<file path="config.mk">
export PLATFORM = sky130hd
export DESIGN_NAME = motor_speed_integral_controller
export DESIGN_NICKNAME = d
export VERILOG_FILES = /design/src/design/msic_pkg.sv /design/src/design/msic_div.sv /design/src/design/motor_speed_integral_controller.sv
export SDC_FILE = /design/constraint.sdc
export NUM_CORES = 1
export LEC_CHECK = 0
export ABC_AREA = 1
export BUFFER_PORTS_ARGS = -buffer_cell sky130_fd_sc_hd__buf_2
export CAP_MARGIN = 10
export CORE_MARGIN = 2
export CORE_UTILIZATION = 45
export DETAILED_ROUTE_END_ITERATION = 10
export PLACE_DENSITY = 0.64
export SYNTH_ARGS = -nofsm -noshare
export SYNTH_HDL_FRONTEND = slang
export SYNTH_SLANG_ARGS = --single-unit
</file>
<file path="constraint.sdc">
create_clock -name clk -period 7.5 [get_ports clk]
set_input_delay 0.375 -clock clk [delete_from_list [all_inputs] [get_ports clk]]
set_output_delay 0.375 -clock clk [all_outputs]
set_load 0.005 [all_outputs]
</file>
<file path="src/design/msic_pkg.sv">
package msic_pkg;

  // Field widths of the stream words and the configuration port.
  localparam int PERIOD_W    = 24;
  localparam int TARGET_W    = 20;
  localparam int SPEED_W     = 20;
  localparam int DUTY_W      = 16;
  localparam int CFG_IDX_W   = 1;
  localparam int IN_TDATA_W  = 48;
  localparam int OUT_TDATA_W = 40;

  // Widths of the intermediate values of the integral update.
  localparam int ERR_W  = 21;
  localparam int PROD_W = 23;
  localparam int INC_W  = 17;
  localparam int SUM_W  = 18;

  localparam int PWM_PERIOD_DEFAULT = 40000;
  localparam int CEILING_MARGIN     = 100;

  // 800000000 / (period * 1024) equals 781250 / period, since 1024 divides
  // the numerator exactly.
  localparam logic [SPEED_W-1:0] SPEED_NUMER = 20'd781250;

  localparam logic [DUTY_W-1:0] FLOOR_RESET = 16'd100;
  localparam logic [DUTY_W-1:0] DUTY_RESET  = 16'd10000;

  localparam int GAIN_NUM   = 3;
  localparam int GAIN_SHIFT = 6;

  typedef enum logic [1:0] {
    ST_IDLE,
    ST_DIV,
    ST_GAIN,
    ST_CLAMP
  } ctrl_state_t;

  typedef enum logic [CFG_IDX_W-1:0] {
    CFG_DUTY_FLOOR   = 1'b0,
    CFG_DUTY_CEILING = 1'b1
  } cfg_idx_t;

  typedef struct packed {
    logic busy;
    logic done;
  } div_status_t;

endpackage

</file>
<file path="src/design/msic_div.sv">
// Restoring divider: SPEED_NUMER / divisor, one quotient bit per cycle.
module msic_div import msic_pkg::*; (
  input  logic                clk,
  input  logic                rst_n,
  input  logic                start,
  input  logic [PERIOD_W-1:0] divisor,
  output logic [SPEED_W-1:0]  quotient,
  output div_status_t         status
);

  localparam int CNT_W = $clog2(SPEED_W);
  localparam logic [CNT_W-1:0] LAST_STEP = CNT_W'(SPEED_W - 1);

  logic               busy_r, busy_nxt;
  logic               done_r, done_nxt;
  logic [CNT_W-1:0]   cnt_r, cnt_nxt;
  logic [SPEED_W-1:0] quo_r, quo_nxt;
  logic [PERIOD_W-1:0] rem_r, rem_nxt;
  logic [PERIOD_W-1:0] dvs_r, dvs_nxt;

  logic [PERIOD_W:0] trial;
  logic [PERIOD_W:0] dvs_x;
  logic [PERIOD_W:0] diff;
  logic              ge;

  // The dividend shifts out of the top of quo_r while quotient bits enter
  // at the bottom.
  always_comb begin
    trial = {rem_r, quo_r[SPEED_W-1]};
    dvs_x = {1'b0, dvs_r};
    ge    = (trial >= dvs_x);
    diff  = trial - dvs_x;
  end

  always_comb begin
    busy_nxt = busy_r;
    done_nxt = 1'b0;
    cnt_nxt  = cnt_r;
    quo_nxt  = quo_r;
    rem_nxt  = rem_r;
    dvs_nxt  = dvs_r;
    if (start) begin
      busy_nxt = 1'b1;
      cnt_nxt  = '0;
      quo_nxt  = SPEED_NUMER;
      rem_nxt  = '0;
      dvs_nxt  = divisor;
    end else if (busy_r) begin
      quo_nxt = {quo_r[SPEED_W-2:0], ge};
      rem_nxt = ge ? diff[PERIOD_W-1:0] : trial[PERIOD_W-1:0];
      cnt_nxt = cnt_r + 1'b1;
      if (cnt_r == LAST_STEP) begin
        busy_nxt = 1'b0;
        done_nxt = 1'b1;
      end
    end
  end

  always_ff @(posedge clk) begin
    if (!rst_n) begin
      busy_r <= 1'b0;
      done_r <= 1'b0;
      cnt_r  <= '0;
    end else begin
      busy_r <= busy_nxt;
      done_r <= done_nxt;
      cnt_r  <= cnt_nxt;
    end
    quo_r <= quo_nxt;
    rem_r <= rem_nxt;
    dvs_r <= dvs_nxt;
  end

  assign quotient    = quo_r;
  assign status.busy = busy_r;
  assign status.done = done_r;

  a_done_not_busy: assert property (@(posedge clk) disable iff (!rst_n)
    done_r |-> !busy_r)
    else $error("divider reports done while still stepping");

  a_no_restart: assert property (@(posedge clk) disable iff (!rst_n)
    start |-> !busy_r)
    else $error("divider started while a division is in progress");

endmodule

</file>
<file path="src/design/motor_speed_integral_controller.sv">
// Channel  Direction  tdata bits (lowest first)                       Handshake
// in_      input      period [23:0], target_speed [43:24], zero pad   tvalid/tready
// out_     output     speed [19:0], duty [35:20], zero pad            tvalid/tready
// cfg_     input      index 0 duty_floor, index 1 duty_ceiling        cfg_we only
//
// A word is accepted only in IDLE; it then passes through DIV, GAIN and CLAMP
// before the block returns to IDLE and can accept the next word. In DIV the
// restoring divider produces one quotient bit per cycle, then reports done and
// the speed is latched. GAIN holds the gain step, CLAMP the sum and clamp, and
// IDLE has in_tready high. The result sits in an output
// register, so a stalled output only holds the block once the next result is
// ready to be written. Reset is synchronous and active low. It restores the
// floor to 100, the ceiling to PWM_PERIOD - 100 and the kept duty to 10000.
module motor_speed_integral_controller import msic_pkg::*; #(
  parameter int PWM_PERIOD = PWM_PERIOD_DEFAULT
) (
  input  logic                   clk,
  input  logic                   rst_n,
  // period [23:0], target_speed [43:24], bits [47:44] unused
  input  logic [IN_TDATA_W-1:0]  in_tdata,
  input  logic                   in_tvalid,
  output logic                   in_tready,
  // speed [19:0], duty [35:20], bits [39:36] zero
  output logic [OUT_TDATA_W-1:0] out_tdata,
  output logic                   out_tvalid,
  input  logic                   out_tready,
  input  logic                   cfg_we,
  input  logic [CFG_IDX_W-1:0]   cfg_index,
  input  logic [DUTY_W-1:0]      cfg_wdata
);

  localparam logic [DUTY_W-1:0] CEILING_RESET = DUTY_W'(PWM_PERIOD - CEILING_MARGIN);

  ctrl_state_t state_r, state_nxt;

  logic [DUTY_W-1:0]   floor_r, ceil_r, acc_r, acc_nxt;
  logic [TARGET_W-1:0] target_r;
  logic [SPEED_W-1:0]  speed_r;
  logic signed [INC_W-1:0] inc_r, inc_nxt;
  logic                out_valid_r, out_valid_nxt;
  logic [SPEED_W-1:0]  out_speed_r;
  logic [DUTY_W-1:0]   out_duty_r;

  logic [PERIOD_W-1:0] in_period;
  logic [TARGET_W-1:0] in_target;
  logic                in_fire;
  logic                out_free;
  logic                clamp_done;

  logic                div_start;
  logic [PERIOD_W-1:0] div_divisor;
  logic [SPEED_W-1:0]  div_quotient;
  div_status_t         div_status;

  logic signed [ERR_W-1:0]  err;
  logic signed [PROD_W-1:0] err_x, prod, prod_adj, prod_shr;
  logic signed [SUM_W-1:0]  sum, floor_x, ceil_x, clamped;

  assign in_period = in_tdata[PERIOD_W-1:0];
  assign in_target = in_tdata[PERIOD_W+TARGET_W-1:PERIOD_W];

  assign in_tready  = (state_r == ST_IDLE);
  assign in_fire    = in_tvalid && in_tready;
  assign out_free   = !out_valid_r || out_tready;
  assign clamp_done = (state_r == ST_CLAMP) && out_free;

  // A zero period reads as the maximum speed, which is exactly what a period
  // of one gives, so the divider simply sees one.
  assign div_start   = in_fire;
  assign div_divisor = (in_period == '0) ? PERIOD_W'(1) : in_period;

  msic_div u_div (
    .clk      (clk),
    .rst_n    (rst_n),
    .start    (div_start),
    .divisor  (div_divisor),
    .quotient (div_quotient),
    .status   (div_status)
  );

  // Gain step: 3 * (target - speed) / 64 with truncation toward zero. A
  // negative product is biased by 63 before the arithmetic shift.
  always_comb begin
    err      = $signed({1'b0, target_r}) - $signed({1'b0, speed_r});
    err_x    = {{(PROD_W-ERR_W){err[ERR_W-1]}}, err};
    prod     = err_x * $signed(PROD_W'(GAIN_NUM));
    prod_adj = prod + (prod[PROD_W-1] ? PROD_W'((1 << GAIN_SHIFT) - 1) : '0);
    prod_shr = prod_adj >>> GAIN_SHIFT;
    inc_nxt  = prod_shr[INC_W-1:0];
  end

  // Sum and clamp. The floor is applied first and the ceiling second, so
  // crossed limits settle on the ceiling.
  always_comb begin
    sum     = $signed({2'b00, acc_r}) + $signed({inc_r[INC_W-1], inc_r});
    floor_x = $signed({2'b00, floor_r});
    ceil_x  = $signed({2'b00, ceil_r});
    clamped = sum;
    if (clamped < floor_x) begin
      clamped = floor_x;
    end
    if (clamped > ceil_x) begin
      clamped = ceil_x;
    end
    acc_nxt = clamp_done ? clamped[DUTY_W-1:0] : acc_r;
  end

  always_comb begin
    state_nxt = state_r;
    case (state_r)
      ST_IDLE: begin
        if (in_fire) begin
          state_nxt = ST_DIV;
        end
      end
      ST_DIV: begin
        if (div_status.done) begin
          state_nxt = ST_GAIN;
        end
      end
      ST_GAIN: begin
        state_nxt = ST_CLAMP;
      end
      ST_CLAMP: begin
        if (out_free) begin
          state_nxt = ST_IDLE;
        end
      end
      default: begin
        state_nxt = ST_IDLE;
      end
    endcase
  end

  always_comb begin
    out_valid_nxt = out_valid_r;
    if (clamp_done) begin
      out_valid_nxt = 1'b1;
    end else if (out_tready) begin
      out_valid_nxt = 1'b0;
    end
  end

  always_ff @(posedge clk) begin
    if (!rst_n) begin
      state_r     <= ST_IDLE;
      out_valid_r <= 1'b0;
      floor_r     <= FLOOR_RESET;
      ceil_r      <= CEILING_RESET;
      acc_r       <= DUTY_RESET;
    end else begin
      state_r     <= state_nxt;
      out_valid_r <= out_valid_nxt;
      acc_r       <= acc_nxt;
      if (cfg_we) begin
        case (cfg_idx_t'(cfg_index))
          CFG_DUTY_FLOOR:   floor_r <= cfg_wdata;
          CFG_DUTY_CEILING: ceil_r  <= cfg_wdata;
          default: begin
          end
        endcase
      end
    end
  end

  // Payload registers carry no reset.
  always_ff @(posedge clk) begin
    if (in_fire) begin
      target_r <= in_target;
    end
    if ((state_r == ST_DIV) && div_status.done) begin
      speed_r <= div_quotient;
    end
    if (state_r == ST_GAIN) begin
      inc_r <= inc_nxt;
    end
    if (clamp_done) begin
      out_speed_r <= speed_r;
      out_duty_r  <= clamped[DUTY_W-1:0];
    end
  end

  assign out_tvalid = out_valid_r;
  assign out_tdata  = {{(OUT_TDATA_W-SPEED_W-DUTY_W){1'b0}}, out_duty_r, out_speed_r};

  // The divider only finishes while the sequencer waits for it.
  a_div_done_in_div: assert property (@(posedge clk) disable iff (!rst_n)
    div_status.done |-> (state_r == ST_DIV))
    else $error("divider finished outside the divide state");

  // Input is never taken while the divider is stepping.
  a_no_accept_busy: assert property (@(posedge clk) disable iff (!rst_n)
    div_status.busy |-> !in_tready)
    else $error("input ready while the divider is busy");

  // With ordered limits the kept duty lands inside them after each update.
  a_duty_in_range: assert property (@(posedge clk) disable iff (!rst_n)
    (clamp_done && (floor_r <= ceil_r)) |=>
      (out_valid_r && (acc_r >= floor_r) && (acc_r <= ceil_r)))
    else $error("updated duty outside the configured limits");

endmodule
</file>
==> impl_metrics.tcl <==
set metrics [dict create \
    pin_count 112 \
    rsz0062_at_grt "no" \
    num_rows 66 \
    setup_tns_ns 0 \
    report.final.hold_viol_count 0 \
    arrival_ns 6.90 \
    yosysMostFrequentCell "nand2_1" \
    cts_made_buffers 26 \
    synth_top_area_share_pct 23.8 \
    fmax_mhz 154 \
    cp_common_cell "nand2_1" \
    syn_area_um2 14800 \
    syn_to_final_growth_pct 12.4 \
    critPathMaxStageDelay_ns 0.54 \
    vias 12900 \
    ys_seq_elements 219 \
    hpwlAfterDp_mm 29.1 \
    endpoint_kind "register" \
    gp_congestion 0.909 \
    final_nets 2277 \
    status "complete, no violations" \
    synth_cells 1981 \
    synth_cell_type_count 47 \
    grt_pass1_vias 12500 \
    grt-ovfl-total 0 \
    cp_slowest_cell "inv_1" \
    cts_root_buffer "clkbuf_16" \
    slew_viol_final 0 \
    synth.avg_cell_area_um2 7.45 \
    grt_max_degree 53 \
    cts_tree "done" \
    io_buffers 103 \
    core_area_um2 32500 \
    dp_slack_ns 1.11 \
    use_met3_pct 2.04 \
    htree_levels 1 \
    synth_top_area_cell "edfxtp_1" \
    drtIter0Drc 785 \
    worst-setup-path-type "reg -> reg" \
    path_clk_slew_ns 0.06 \
    die_area_um2 34300 \
    cts_sinks 219 \
    via_per_inst 5.12 \
    startpoint_type "register" \
    clk_path_buf_depth 3 \
    dieWidth_um 185 \
    yosys-top-cells-count "nand2_1, inv_1, nor2_1" \
    synth_async_sr_flop_share_pct 0 \
    synth_area_leaders "edfxtp_1, dfxtp_1, nand2_1, ha_1, inv_1" \
    initial_utilization_pct 45.5 \
    synth-edff-count 117 \
    chipHeight_um 185 \
    antenna_left 0 \
    ys.flop_type "edfxtp_1" \
    setup_viol 0 \
    drt_pass1_iterations 5 \
    yosysSeqAreaShare_pct 37.6 \
    worst-path-max-fanout 25 \
    wl_per_cell_um 14.9 \
    cts_resized 0 \
    min_period_ns 6.48 \
    required_ns 7.92 \
    yosysWarnings 0 \
    fin_skew_ns 0.0191 \
    hp-class "in -> reg" \
    cts_setup_buffers 0 \
    grt.busiest_layer "met2" \
    track_usage_pct 22.2 \
    setup_ws_ns 1.02 \
    n_antenna_cell 0 \
    layout-drive-gt1-share_pct 8.69 \
    final.period_utilization_pct 86.4 \
    drc_errors 0 \
    clock_latency_ns 0.54 \
    antenna_found_initial 0 \
    hold_buffers 8 \
    wl_mm 37.7 \
    slew-limit-headroom_pct 19.9 \
    grt_pass1_wl_mm 61.2 \
    grtUsageMet1_pct 29.9 \
    cap_violations 0 \
    use_met2_pct 38.0 \
    tightest_slew_ns 1.20 \
]
## stage by stage
stage,hold WS (ns),cells,utilization [%],cell area [um2]
after detailed placement,0.415,2468,48.0,15600
after CTS,0.00136,2524,51.1,16600
final,0.0263,2524,51.1,16600
after floorplan,0.408,1984,-,14800
after global routing,0.00516,2524,51.1,16600
after global placement,0.416,2468,48.0,15600
## state kept, by name, indices dropped and copies added, names as in the netlist, 17 cells and up
signal	count
u_div.rem_r	24
inc_r	17
u_div.quotient	20
target_r	20
speed_r	20
u_div.dvs_r	24
out_speed_r	20
## per-layer routing
metal  wire length, um  vias to the layer above
met2             17500                      255
li1                  -                     6677
met3              1430                       45
met4               924                        0
met5                 0                        -
met1             17800                     5942
## logic make-up (layout without fill, tap and decap cells)
logic type | Yosys count | after routing | share of synthesized area (%)
AND/OR/NAND/NOR | 939 | 939 | 27.2
buffers and inverters | 342 | 440 | 8.90
AO/OA/AOI/OAI | 287 | 287 | 10.8
flip-flops | 219 | 219 | 37.6
adder cells (fa/ha/maj) | 145 | 145 | 12.5
XOR/XNOR | 48 | 48 | 2.95
other | 1 | 4 | 0.0254
## cell usage in the layout, fill, tap and decap left out, types with 80 or more instances in the layout
cell type / synthesis / layout
nand2_1: 529 / 529
inv_1: 272 / 271
nor2_1: 160 / 160
a21oi_1: 142 / 142
ha_1: 141 / 141
nand3_1: 133 / 133
edfxtp_1: 117 / 117
buf_2: 3 / 103
dfxtp_1: 102 / 102
o21ai_0: 80 / 80
## critical path: cells and delay by family, from the launching register on
kind,cells,cell delay [ns]
AND/OR/NAND/NOR,28,3.25
adder cells (fa/ha/maj),5,1.65
buffers and inverters,2,0.58
AO/OA/AOI/OAI,4,0.53
flip-flops,1,0.37
## final cells by class
| class | instances | area, um2 |
|---|---|---|
| fillers | 3201 | 15900 |
| well taps | 442 | 553 |
| flip-flops and latches | 219 | 5560 |
| clock buffers | 36 | 793 |
| repair buffers | 115 | 626 |
| inverters | 277 | 1040 |
| multi-input cells | 1423 | 7900 |
| clock inverters | 12 | 121 |
## final timing paths
path | endpoint | depth (start not counted) | from | slack [ns]
setup / recovery | acc_r[14] | 39 | inc_r[0] | 1.02
hold / removal | u_div.dvs_r[3] | 1 | in_tdata[3] | 0.03
setup reg to reg | acc_r[14] | 39 | inc_r[0] | 1.02
hold reg to reg | speed_r[19] | 0 | u_div.quotient[19] | 0.43
Power is left out: the tool's default activity adds up to more than one toggle a clock period on the data nets, which glitch-free logic cannot reach.
